==> src/hw/rtl/psbp_pkg.sv <==
// ----------------------------------------------------------------------------
// Packet sequence block placer package
// Widths, codes, configuration and result types shared by the placer files.
// ----------------------------------------------------------------------------
package psbp_pkg;

    localparam int SEQ_BITS       = 48;
    localparam int SLOT_BITS      = 16;
    localparam int CFG_BITS       = 17;
    localparam int CFG_INDEX_BITS = 1;
    localparam int CNT_BITS       = 32;
    localparam int IDLE_BITS      = 17;
    localparam int MODE_BITS      = 2;
    localparam int BLK_BITS       = SLOT_BITS + 1;
    localparam int CMP_BITS       = (SEQ_BITS > BLK_BITS) ? SEQ_BITS : BLK_BITS;

    typedef logic [SEQ_BITS-1:0]       seq_t;
    typedef logic [SLOT_BITS-1:0]      slot_t;
    typedef logic [BLK_BITS-1:0]       blk_t;
    typedef logic [CFG_BITS-1:0]       cfg_data_t;
    typedef logic [CFG_INDEX_BITS-1:0] cfg_index_t;
    typedef logic [CNT_BITS-1:0]       cnt_t;
    typedef logic [IDLE_BITS-1:0]      idle_t;
    typedef logic [MODE_BITS-1:0]      mode_t;

    localparam idle_t       IDLE_MAX  = '1;
    localparam logic [31:0] BLOCK_MAX = 32'd1 << SLOT_BITS;

    localparam cfg_index_t REG_BLOCK_PACKETS = CFG_INDEX_BITS'(0);
    localparam cfg_index_t REG_TIMEOUT_LIMIT = CFG_INDEX_BITS'(1);

    localparam cfg_data_t RESET_BLOCK_PACKETS = CFG_BITS'(1024);
    localparam cfg_data_t RESET_TIMEOUT_LIMIT = CFG_BITS'(100000);

    typedef enum logic [1:0] {
        MODE_GOOD       = 2'd0,
        MODE_WRONG_SIZE = 2'd1,
        MODE_IDLE       = 2'd2
    } mode_e;

    typedef enum logic [1:0] {
        DROP_NONE   = 2'd0,
        DROP_LATE   = 2'd1,
        DROP_FUTURE = 2'd2
    } drop_e;

    typedef enum logic [1:0] {
        CLOSE_LAST_SLOT    = 2'd0,
        CLOSE_LATER_PACKET = 2'd1,
        CLOSE_TIMEOUT      = 2'd2
    } close_e;

    typedef struct packed {
        blk_t      block_packets;
        cfg_data_t timeout_limit;
    } cfg_t;

    typedef struct packed {
        logic   write_valid;
        slot_t  slot_index;
        drop_e  drop_kind;
        logic   block_done;
        close_e close_kind;
        cnt_t   packets_received;
        cnt_t   packets_dropped;
    } result_t;

    // Block size as used by the datapath: at least one slot, at most 2^SLOT_BITS.
    function automatic blk_t eff_block(cfg_data_t value);
        logic [31:0] b;
        b = 32'(value);
        if (b == 32'd0)
        begin
            b = 32'd1;
        end
        else if (b > BLOCK_MAX)
        begin
            b = BLOCK_MAX;
        end
        return BLK_BITS'(b);
    endfunction

    localparam blk_t RESET_BLOCK = eff_block(RESET_BLOCK_PACKETS);

endpackage

==> src/hw/rtl/psbp_in_if.sv <==
// ----------------------------------------------------------------------------
// Packet sequence block placer input channel
// Valid/ready channel carrying one packet header decision request.
// ----------------------------------------------------------------------------
interface psbp_in_if;
    logic            valid;
    logic            ready;
    psbp_pkg::mode_t mode;
    psbp_pkg::seq_t  seq_number;

    modport source (output valid, output mode, output seq_number, input ready);
    modport sink   (input valid, input mode, input seq_number, output ready);
endinterface

==> src/hw/rtl/psbp_out_if.sv <==
// ----------------------------------------------------------------------------
// Packet sequence block placer result channel
// Valid/ready channel carrying the placement decision and running counts.
// ----------------------------------------------------------------------------
interface psbp_out_if;
    logic            valid;
    logic            ready;
    logic            write_valid;
    psbp_pkg::slot_t slot_index;
    logic [1:0]      drop_kind;
    logic            block_done;
    logic [1:0]      close_kind;
    psbp_pkg::cnt_t  packets_received;
    psbp_pkg::cnt_t  packets_dropped;

    modport source (output valid, output write_valid, output slot_index, output drop_kind,
                    output block_done, output close_kind, output packets_received,
                    output packets_dropped, input ready);
    modport sink   (input valid, input write_valid, input slot_index, input drop_kind,
                    input block_done, input close_kind, input packets_received,
                    input packets_dropped, output ready);
endinterface

==> src/hw/rtl/packet_sequence_block_placer.sv <==
// ----------------------------------------------------------------------------
// Packet sequence block placer
// Places sequence-numbered packets into consecutive buffer block slots.
// ----------------------------------------------------------------------------
// Each item on the input channel is one packet header (good or wrong size)
// or one idle tick. Every accepted transaction yields exactly one result
// transaction: the slot to write, a drop reason, whether the block closes
// and why, and the running placed and dropped packet counts.
// An accepted item sits in the input register while the decision logic
// runs, and its result is loaded into the output register, from which it
// is presented, once that register is free or its result is being taken.
// Throughput is one item per cycle unless the receiver stalls; the window
// and counter state is updated in the same cycle the decision is taken,
// so the next item sees it at once. The output register parts the two
// channels, so input is taken while a finished result still waits. When
// the receiver stalls, one item stays in each register and input ready
// drops until the result is taken.
// Reset clears the window, the counters and both pipeline valid flags and
// loads the default block size and timeout. Configuration writes are taken
// at any edge with cfg_write high and must only happen while idle.
// ----------------------------------------------------------------------------
module packet_sequence_block_placer (
    input  logic                 clk,
    input  logic                 rst_n,
    psbp_in_if.sink              item,
    psbp_out_if.source           result,
    input  logic                 cfg_write,
    input  psbp_pkg::cfg_index_t cfg_index,
    input  psbp_pkg::cfg_data_t  cfg_data
);
    import psbp_pkg::*;

    cfg_t    cfg;
    logic    item_valid_reg;
    mode_t   mode_reg;
    seq_t    seq_reg;
    logic    res_valid_reg;
    result_t res_reg;
    result_t res_next;
    logic    advance;

    assign advance    = item_valid_reg && (!res_valid_reg || result.ready);
    assign item.ready = !item_valid_reg || advance;

    psbp_cfg u_cfg (
        .clk       (clk),
        .rst_n     (rst_n),
        .cfg_write (cfg_write),
        .cfg_index (cfg_index),
        .cfg_data  (cfg_data),
        .cfg       (cfg)
    );

    psbp_engine u_engine (
        .clk        (clk),
        .rst_n      (rst_n),
        .step       (advance),
        .mode       (mode_reg),
        .seq_number (seq_reg),
        .cfg        (cfg),
        .res        (res_next)
    );

    always_ff @(posedge clk or negedge rst_n)
    begin
        if (!rst_n)
        begin
            item_valid_reg <= 1'b0;
        end
        else if (item.ready)
        begin
            item_valid_reg <= item.valid;
        end
    end

    always_ff @(posedge clk)
    begin
        if (item.valid && item.ready)
        begin
            mode_reg <= item.mode;
            seq_reg  <= item.seq_number;
        end
    end

    always_ff @(posedge clk or negedge rst_n)
    begin
        if (!rst_n)
        begin
            res_valid_reg <= 1'b0;
        end
        else if (advance)
        begin
            res_valid_reg <= 1'b1;
        end
        else if (result.ready)
        begin
            res_valid_reg <= 1'b0;
        end
    end

    always_ff @(posedge clk)
    begin
        if (advance)
        begin
            res_reg <= res_next;
        end
    end

    assign result.valid            = res_valid_reg;
    assign result.write_valid      = res_reg.write_valid;
    assign result.slot_index       = res_reg.slot_index;
    assign result.drop_kind        = res_reg.drop_kind;
    assign result.block_done       = res_reg.block_done;
    assign result.close_kind       = res_reg.close_kind;
    assign result.packets_received = res_reg.packets_received;
    assign result.packets_dropped  = res_reg.packets_dropped;

endmodule

==> src/hw/rtl/psbp_cfg.sv <==
// ----------------------------------------------------------------------------
// Packet sequence block placer configuration registers
// Holds the clamped block size and the idle timeout limit.
// ----------------------------------------------------------------------------
module psbp_cfg (
    input  logic                 clk,
    input  logic                 rst_n,
    input  logic                 cfg_write,
    input  psbp_pkg::cfg_index_t cfg_index,
    input  psbp_pkg::cfg_data_t  cfg_data,
    output psbp_pkg::cfg_t       cfg
);
    import psbp_pkg::*;

    blk_t      block_reg;
    cfg_data_t timeout_reg;

    // The block size is clamped when written so the datapath never sees it raw.
    always_ff @(posedge clk or negedge rst_n)
    begin
        if (!rst_n)
        begin
            block_reg   <= RESET_BLOCK;
            timeout_reg <= RESET_TIMEOUT_LIMIT;
        end
        else if (cfg_write)
        begin
            case (cfg_index)
                REG_BLOCK_PACKETS: block_reg   <= eff_block(cfg_data);
                REG_TIMEOUT_LIMIT: timeout_reg <= cfg_data;
                default:           ;
            endcase
        end
    end

    assign cfg = '{block_packets: block_reg, timeout_limit: timeout_reg};

endmodule

==> src/hw/rtl/psbp_engine.sv <==
// ----------------------------------------------------------------------------
// Packet sequence block placer decision engine
// Window state, slot placement, drop and block close decisions, counters.
// ----------------------------------------------------------------------------
module psbp_engine (
    input  logic              clk,
    input  logic              rst_n,
    input  logic              step,
    input  psbp_pkg::mode_t   mode,
    input  psbp_pkg::seq_t    seq_number,
    input  psbp_pkg::cfg_t    cfg,
    output psbp_pkg::result_t res
);
    import psbp_pkg::*;

    logic  started_reg,  started_next;
    seq_t  window_reg,   window_next;
    idle_t idle_reg,     idle_next;
    cnt_t  received_reg, received_next;
    cnt_t  dropped_reg,  dropped_next;

    seq_t                win;
    seq_t                diff;
    logic [CMP_BITS-1:0] diff_w;
    logic [CMP_BITS-1:0] blk_w;
    logic                late;
    logic                in_window;
    logic                last;
    logic                advance;

    always_comb
    begin
        // The first good packet anchors the window at its own sequence number.
        win       = started_reg ? window_reg : seq_number;
        late      = seq_number < win;
        diff      = seq_number - win;
        diff_w    = CMP_BITS'(diff);
        blk_w     = CMP_BITS'(cfg.block_packets);
        in_window = diff_w < blk_w;
        last      = diff_w == (blk_w - CMP_BITS'(1));

        started_next  = started_reg;
        window_next   = window_reg;
        idle_next     = idle_reg;
        received_next = received_reg;
        dropped_next  = dropped_reg;
        advance       = 1'b0;

        res.write_valid = 1'b0;
        res.slot_index  = '0;
        res.drop_kind   = DROP_NONE;
        res.block_done  = 1'b0;
        res.close_kind  = CLOSE_LAST_SLOT;

        case (mode)
            MODE_GOOD:
            begin
                idle_next    = '0;
                started_next = 1'b1;
                window_next  = win;
                if (late)
                begin
                    res.drop_kind = DROP_LATE;
                    dropped_next  = dropped_reg + 1'b1;
                end
                else if (in_window)
                begin
                    res.write_valid = 1'b1;
                    res.slot_index  = SLOT_BITS'(diff);
                    received_next   = received_reg + 1'b1;
                    if (last)
                    begin
                        res.block_done = 1'b1;
                        res.close_kind = CLOSE_LAST_SLOT;
                        advance        = 1'b1;
                    end
                end
                else
                begin
                    res.drop_kind  = DROP_FUTURE;
                    dropped_next   = dropped_reg + 1'b1;
                    res.block_done = 1'b1;
                    res.close_kind = CLOSE_LATER_PACKET;
                    advance        = 1'b1;
                end
            end
            MODE_IDLE:
            begin
                if (started_reg)
                begin
                    // The tick that makes the count exceed the limit closes the block.
                    if (idle_reg >= cfg.timeout_limit)
                    begin
                        res.block_done = 1'b1;
                        res.close_kind = CLOSE_TIMEOUT;
                        idle_next      = '0;
                        advance        = 1'b1;
                    end
                    else
                    begin
                        idle_next = idle_reg + 1'b1;
                    end
                end
                else if (idle_reg != IDLE_MAX)
                begin
                    idle_next = idle_reg + 1'b1;
                end
            end
            default:
            begin
            end
        endcase

        if (advance)
        begin
            window_next = win + SEQ_BITS'(cfg.block_packets);
        end

        res.packets_received = received_next;
        res.packets_dropped  = dropped_next;
    end

    always_ff @(posedge clk or negedge rst_n)
    begin
        if (!rst_n)
        begin
            started_reg  <= 1'b0;
            window_reg   <= '0;
            idle_reg     <= '0;
            received_reg <= '0;
            dropped_reg  <= '0;
        end
        else if (step)
        begin
            started_reg  <= started_next;
            window_reg   <= window_next;
            idle_reg     <= idle_next;
            received_reg <= received_next;
            dropped_reg  <= dropped_next;
        end
    end

endmodule

==> src/flat_wrapper.sv <==
// flat-port wrapper written by rule: the top's interface ports become plain ports
module packet_sequence_block_placer_flat import psbp_pkg::*;
  (clk, rst_n, cfg_write, cfg_index, cfg_data, item_valid, item_mode, item_seq_number, item_ready, result_valid, result_write_valid, result_slot_index, result_drop_kind, result_block_done, result_close_kind, result_packets_received, result_packets_dropped, result_ready);
  psbp_in_if item_i ();
  psbp_out_if result_i ();
  input  logic clk;
  input  logic rst_n;
  input  logic cfg_write;
  input  psbp_pkg::cfg_index_t cfg_index;
  input  psbp_pkg::cfg_data_t cfg_data;
  input wire logic [$bits(item_i.valid)-1:0] item_valid;
  input wire logic [$bits(item_i.mode)-1:0] item_mode;
  input wire logic [$bits(item_i.seq_number)-1:0] item_seq_number;
  output wire logic [$bits(item_i.ready)-1:0] item_ready;
  output wire logic [$bits(result_i.valid)-1:0] result_valid;
  output wire logic [$bits(result_i.write_valid)-1:0] result_write_valid;
  output wire logic [$bits(result_i.slot_index)-1:0] result_slot_index;
  output wire logic [$bits(result_i.drop_kind)-1:0] result_drop_kind;
  output wire logic [$bits(result_i.block_done)-1:0] result_block_done;
  output wire logic [$bits(result_i.close_kind)-1:0] result_close_kind;
  output wire logic [$bits(result_i.packets_received)-1:0] result_packets_received;
  output wire logic [$bits(result_i.packets_dropped)-1:0] result_packets_dropped;
  input wire logic [$bits(result_i.ready)-1:0] result_ready;
  assign item_i.valid = item_valid;
  assign item_i.mode = item_mode;
  assign item_i.seq_number = item_seq_number;
  assign item_ready = item_i.ready;
  assign result_valid = result_i.valid;
  assign result_write_valid = result_i.write_valid;
  assign result_slot_index = result_i.slot_index;
  assign result_drop_kind = result_i.drop_kind;
  assign result_block_done = result_i.block_done;
  assign result_close_kind = result_i.close_kind;
  assign result_packets_received = result_i.packets_received;
  assign result_packets_dropped = result_i.packets_dropped;
  assign result_i.ready = result_ready;
  packet_sequence_block_placer u_core (.clk(clk), .rst_n(rst_n), .item(item_i), .result(result_i), .cfg_write(cfg_write), .cfg_index(cfg_index), .cfg_data(cfg_data));
endmodule
==> config.mk <==
export PLATFORM = sky130hd
export DESIGN_NAME = packet_sequence_block_placer_flat
export DESIGN_NICKNAME = d
export VERILOG_FILES = /design/src/hw/rtl/psbp_pkg.sv /design/src/hw/rtl/psbp_in_if.sv /design/src/hw/rtl/psbp_out_if.sv /design/src/hw/rtl/packet_sequence_block_placer.sv /design/src/hw/rtl/psbp_cfg.sv /design/src/hw/rtl/psbp_engine.sv /design/src/flat_wrapper.sv
export SDC_FILE = /design/constraint.sdc
export NUM_CORES = 1
export LEC_CHECK = 0
export BUFFER_PORTS_ARGS = -buffer_cell sky130_fd_sc_hd__buf_4
export CORE_MARGIN = 3
export CORE_UTILIZATION = 30
export CTS_BUF_LIST = sky130_fd_sc_hd__clkbuf_4 sky130_fd_sc_hd__clkbuf_8 sky130_fd_sc_hd__clkbuf_16
export DETAILED_ROUTE_END_ITERATION = 10
export SYNTH_ARGS = -nofsm -noshare
export SYNTH_HDL_FRONTEND = slang
export SYNTH_SLANG_ARGS = --single-unit
==> constraint.sdc <==
create_clock -name clk -period 15.6 [get_ports clk]
set_input_delay 2.34 -clock clk [delete_from_list [all_inputs] [get_ports clk]]
set_output_delay 2.34 -clock clk [all_outputs]
set_load 0.01 [all_outputs]
==> results.cfg, run 1 <==
[setup_path]
path_depth = 23
r2r_end = u_core.u_engine.window_reg[21]
crit_fanout = 63
path_buf_inv = 3
rrSetupSlack_ns = 8.62
worstPathRequired_ns = 16.02
crit_start = u_core.u_engine.started_reg
critPathLaunchType = flip-flop
endpoint_kind = flip-flop
max_stage_delay_ns = 0.68
critPathCapture = u_core.u_engine.window_reg[21]
r2r_cells = 23
path_delay_family = simple AND/OR/NAND/NOR gates
rr_startpoint = u_core.u_engine.started_reg
path_class = flip-flop to flip-flop
critPathArrivalTime_ns = 7.40
critical-path-slowest-cell = buf_4
cp_cell_sequence = buf_4, mux2i_1, inv_1, fa_1, nor2b_1, o31a_1, o31a_1, xor2_1, ha_1, nand4_1, o21ai_0, o221ai_1, a31oi_1, a2111oi_0, nand4_1, nor4_4, nand4_2, and2_1, or3_2, buf_4, and3b_1, xor2_1, a221o_1

[drt]
routed_via_density = 5.09
dr.pass1.iters = 5
drtAntennaViolNets = 0
num_vias = 15400
wire_per_inst_um = 17.7
routed_wl_um = 53700
drc_errors = 0
drtIter0Drc = 1049

[synthesis]
postSynthCellCount = 2020
ys_top_cells_by_area = edfxtp_1 (21%), dfrtp_1 (20%), ha_1 (6.7%), xnor2_1 (6.5%), nand2_1 (4.4%)
synth_seq_cells = 302
ys_async_sr_fraction = 0.550
synth.most_common_cell = nand2_1
synth_top_family_by_area = simple AND/OR/NAND/NOR gates
synth_edf_count = 136
synth_top_area_cell = edfxtp_1
yosys.area_share.simple = 0.183
synth_top_cell_area_share = 0.210
ys_seq_area_frac = 0.423
syn-cell-area_sq_mm = 0.0195
synth_flop_cell = dfrtp_1
ys_types = 91
synth_compound_area_frac = 0.140
syn_avg_cell_area_sq_um = 9.65
synth_xor_area_frac = 0.102
ys.warnings.count = 0
ys_top_cells_by_count = nand2_1 (230), dfrtp_1 (159), xnor2_1 (144)
synth_fp_nets = 2200
synthAdderAreaFrac = 0.0700
synthMuxAreaShare = 0.0465

[pwr]
vdd.ir_drop.worst_v = 0.0000572
p_clk_frac = 0.354
power.density_mw_per_mm2 = 119
netSwitchingFraction = 0.324
p_comb_frac = 0.298
p_leak_nw = 9.65
seq_power_share = 0.348
p_sw_w = 0.000881
p_int_w = 0.00184

[timing]
tightestPinTransition_ns = 1.17
fin_skew_ns = 0.0251
slew_headroom = 0.219
setup_tns_ns = 0
timing.final.crit_share = 0.448
hold_violations = 0
min_period_ns = 6.98
fmax_ghz = 0.143
rsz0062_at_grt = false
slew_violations = 0
setup_viol = 0

[run_status]
status = finished clean

[floorplanning]
core_sq_mm = 0.0637
rows = 92
die_h_um = 261
die_x_um = 261
die_area_sq_mm = 0.0681
io_pins = 161
start_util = 0.306

[global_routing]
grt_pass1_wl_um = 84900
track_usage = 0.157
grt_max_degree = 97
gr-total-overflow = 0
first_global_vias = 15400
antenna_found_initial = 1

[clock_network]
cts_resized = 0
root_buffer = clkbuf_16
cts_buffers = 38
cts.sinks = 302
htreeDepth = 2
cts_setup_buffers = 0
cts_hold_buffers = 0
cts_tree = yes
clockBufferDepth = 3
clk_pin_slew_worst_paths_ns = 0.06
insertion_delay_ns = 0.56

[finish]
nNetsFinal = 2332
fill_cells = 6322
drive_above_1_share = 0.146
area_growth_pct = 17.5
final_util = 0.360
stdcell_count = 3029

[place]
gp_congestion = 0.912
placed_cells = 2958
port_buffers = 160
dp_hpwl_um = 41500

[worst_hold_path]
hp-class = flip-flop to flip-flop
worstHoldStart = u_core.u_engine.window_reg[8]

[run]
cap_violations = 0
[worst min-delay path: stages, from the launching register on]
cell and delay (ns):
dfrtp_1 0.34, nand2_1 0.04, o21ai_0 0.06
[power groups by stage]
stage / Combinational [W] / Sequential, W / Clock (W)
after floorplan: 0.000584 / 0.000950 / 0
after global placement: 0.000788 / 0.000961 / 0
after detailed placement: 0.000803 / 0.000963 / 0
after CTS: 0.000808 / 0.000948 / 0.00100
after global routing: 0.000906 / 0.000954 / 0.00103
final: 0.000810 / 0.000947 / 0.000963
[layout make-up]
class | count | area (sq um) | share of cell area
flip-flops and latches | 302 | 8250 | 0.360
clock inverters | 25 | 372 | 0.0162
inverters | 94 | 355 | 0.0155
diodes | 1 | 2.50 | 0.000109
multi-input cells | 1544 | 10600 | 0.461
clock buffers | 45 | 1020 | 0.0446
well taps | 846 | 1060 | 0.0462
repair buffers | 172 | 1290 | 0.0565
[through the flow]
stage,hold slack [ns],area (sq um),setup WS [ns],power (W)
detailed placement,0.467,21500,8.62,0.00177
global route,0.499,22900,8.19,0.00289
CTS,0.482,22900,8.63,0.00275
finish,0.477,22900,8.62,0.00272
global placement,0.457,21500,8.79,0.00175
floorplan,0.444,19500,8.23,0.00153
[logic make-up after synthesis]
group | Yosys count
XOR/XNOR | 222
buffers and inverters | 174
flip-flops | 302
AND/OR/NAND/NOR | 713
adder cells (fa/ha/maj) | 108
multiplexers | 86
AO/OA/AOI/OAI | 415
[layer usage]
metal | wire length (um) | track usage | up-vias
li1 | - | - | 7533
met1 | 24400 | 0.207 | 7416
met2 | 24900 | 0.256 | 379
met3 | 2710 | 0.0299 | 89
met4 | 1680 | 0.0540 | 0
met5 | 0 | 0 | -
[placed cells by master (no fill, tap or decap), drive strengths merged, types with 16 or more instances in the layout]
cell	Yosys	routed
a211oi	16	16
a21o	29	29
a21oi	80	80
and2	28	28
and3	28	28
buf	29	172
clkbuf	51	45
dfrtp	159	159
edfxtp	136	136
ha	105	105
inv	92	94
mux2	36	36
mux2i	50	50
nand2	230	230
nand3	67	67
nand4	48	48
nor2	140	140
nor2b	19	19
nor3	45	45
o211ai	16	16
o21a	16	16
o21ai	145	145
or3	27	27
xnor2	144	144
xor2	75	75
[worst min-delay path by stage]
| stage | to | slack [ns] | depth (start not counted) |
|---|---|---|---|
| global route | u_core.u_engine.dropped_reg[31] | 0.50 | 1 |
| detailed placement | u_core.u_engine.window_reg[9] | 0.47 | 2 |
| finish | u_core.u_engine.window_reg[8] | 0.48 | 2 |
| global placement | u_core.u_engine.window_reg[8] | 0.46 | 2 |
| CTS | u_core.u_engine.window_reg[8] | 0.48 | 2 |
| floorplan | u_core.u_engine.window_reg[10] | 0.44 | 2 |
Note: power is estimated with default switching activity, not from simulation.
==> run 2: changes to the inputs <==
ABC_AREA = 1   (was unset)
clock period = 6.55 ns   (was 15.6 ns; I/O delays follow)
==> results.cfg, run 2 <==
[global_routing]
grt_use_met2 = 0.304
grt_max_degree = 95
first_global_vias = 20800
gr-total-overflow = 0
grt_pass1_wl_um = 121000
met3_usage = 0.0239
use_met1 = 0.262
busiest_layer = met2
antenna_found_initial = 0
track_usage = 0.189

[floorplanning]
rows = 101
die_area_sq_mm = 0.0810
core_sq_mm = 0.0765
io_pins = 161
die_x_um = 285
die_h_um = 285
start_util = 0.305

[pwr]
seq_power_share = 0.327
p_leak_nw = 13.5
p_int_w = 0.00458
p_sw_w = 0.00306
vdd.ir_drop.worst_v = 0.000210
netSwitchingFraction = 0.401
power.density_mw_per_mm2 = 284
power_w = 0.00764
p_comb_frac = 0.379
p_clk_frac = 0.294

[place]
gp_congestion = 0.994
dpl_cell_area_sq_mm = 0.0255
dp_hpwl_um = 61600
port_buffers = 160

[run_status]
status = finished clean

[finish]
area_growth_pct = 15.4
final_common_cell = nand2_1
regArea_sq_mm = 0.00825
fill_cells = 8233
multi_input_area_sq_mm = 0.0126
antennaDiodeCount = 0
nNetsFinal = 3759
drive_above_1_share = 0.115
mostFrequentLayoutCells = nand2_1 (1,220), inv_1 (495), nor2_1 (271)
final_cell_area_sq_mm = 0.0269
final_util = 0.351

[drt]
routed_via_density = 4.78
dr.pass1.iters = 5
num_vias = 22200
drc_errors = 0
wire_per_inst_um = 16.7
routed_wl_um = 77700
drtAntennaViolNets = 0
drtIter0Drc = 1902

[clock_network]
htreeDepth = 2
root_buffer = clkbuf_16
clockBufferDepth = 3
cts_tree = yes
cts_buffers = 39
cts.sinks = 302
clk_pin_slew_worst_paths_ns = 0.06
insertion_delay_ns = 0.58
cts_hold_buffers = 0

[synthesis]
ys_top_cells_by_count = nand2_1 (1,221), inv_1 (498), nor2_1 (272)
synth_fp_nets = 3625
synth_flop_cell = dfrtp_1
synth_top_cell_area_share = 0.197
syn_avg_cell_area_sq_um = 6.76
syn-cell-area_sq_mm = 0.0233
synth_seq_cells = 302
synth.most_common_cell = nand2_1
ys_top_cells_by_area = nand2_1 (20%), edfxtp_1 (18%), dfrtp_1 (17%), inv_1 (8.0%), ha_1 (5.6%)
ys_types = 55
ys.warnings.count = 0
postSynthCellCount = 3445
synth_top_area_cell = nand2_1
synth_edf_count = 136
ys_async_sr_fraction = 0.550
ys_seq_area_frac = 0.354

[setup_path]
cp_cell_sequence = clkinvlp_4, buf_4, or2_2, o21ai_0, ha_1, nand2_1, inv_1, nand2_1, nand2_1, a21oi_1, nor2_1, o21ai_0, nand3_1, nand2_1, inv_1, nand4_1, nor2_1, nand2_1, buf_4, nand2_4, nand2_1, nand2_1, nand2_1, nand2_1
path_class = flip-flop to flip-flop
critical-path-slowest-cell = dfrtp_2
max_stage_delay_ns = 0.57
critPathLaunchType = flip-flop
worstPathRequired_ns = 7.01
endpoint_kind = flip-flop
critPathArrivalTime_ns = 6.33
crit_top_cell = nand2_1
crit_fanout = 49

[timing]
hold_violations = 0
tightestPinTransition_ns = 1.03
fmax_ghz = 0.170
timing.final.crit_share = 0.897
hold_slack_ns = 0.438
min_period_ns = 5.87
slew_violations = 0
fin_skew_ns = 0.0247
setup_viol = 0
rsz0062_at_grt = false
setup_tns_ns = 0
slew_headroom = 0.311

[run]
cap_violations = 0

[worst_hold_path]
hp-class = input port to asynchronous set/reset pin
## run 2: changes by cell type after synthesis, moves of 36 or more
cell	before	now
nor2_1	139	272
or2_2	5	53
mux2_2	36	0
inv_1	92	498
mux2i_1	50	0
nand3_1	67	231
xnor2_1	144	23
nand2_1	230	1221
## run 2: layout make-up
class                           count  area share
Tap cell                         1030      0.0480
Sequential cell                   302       0.307
Inverter                          524      0.0736
Timing Repair Buffer              177      0.0501
Multi-Input combinational cell   2535       0.471
Clock inverter                     21     0.00987
Clock buffer                       50      0.0407
## run 2: through the flow
stage / std cells / worst slack [ns]
floorplan: 3445 / 1.95
finish: 4639 / 0.677
global route: 4639 / 0.199
global placement: 4568 / 0.353
detailed placement: 4568 / 0.349
CTS: 4639 / 0.331
## run 2: power by group through the flow
stage / combinational [W] / clock (W) / sequential (W)
final: 0.00289 / 0.00225 / 0.00250
after detailed placement: 0.00286 / 0 / 0.00252
after global routing: 0.00326 / 0.00239 / 0.00253
after CTS: 0.00287 / 0.00232 / 0.00249
after global placement: 0.00285 / 0 / 0.00253
after floorplan: 0.00195 / 0 / 0.00249
## run 2: worst paths after layout
kind / startpoint / end / slack, ns / cells past startpoint
min reg2reg: u_core.u_engine.window_reg[29] / u_core.u_engine.window_reg[29] / 0.47 / 2
min in group clk: u_core.u_engine.window_reg[29] / u_core.u_engine.window_reg[29] / 0.47 / 2
min: rst_n / u_core.u_engine.idle_reg[7] / 0.44 / 1
max in group asynchronous: rst_n / u_core.u_engine.received_reg[26] / 5.07 / 2
max reg2reg: u_core.u_engine.started_reg / u_core.u_engine.window_reg[27] / 0.68 / 24
max: u_core.u_engine.started_reg / u_core.u_engine.window_reg[27] / 0.68 / 24
## run 2: routing by layer
metal / up-vias / part of all wire
met4: 0 / 0.032
met2: 656 / 0.45
met1: 10200 / 0.46
met5: - / 0
li1: 11200 / -
met3: 113 / 0.062
## run 2: what timing repair did
action / 4_1_cts / 5_1_grt
endpoints found under the hold margin: 0 / 0
resized for setup: 0 / 3
setup endpoints to repair: 0 / 49
setup buffers: 0 / 0
## run 2: logic make-up (layout without fill, tap and decap cells)
group	after synthesis	after routing	synth area share
and+or+nand+nor	2010	2010	0.368
DFF	302	302	0.354
adders and majority gates	107	107	0.0581
xor gates and xnor gates	111	111	0.0446
buffers and inverters	608	772	0.104
AOI/OAI and AO/OA	307	307	0.0714
## run 2: worst max-delay path: cells and delay by family (launching register included)
| kind | cells | cell delay (ns) |
|---|---|---|
| simple gates | 15 | 2.44 |
| compound gates | 3 | 0.79 |
| buf+inv | 5 | 1.48 |
| flops | 1 | 0.57 |
| fa+ha+maj | 1 | 0.44 |
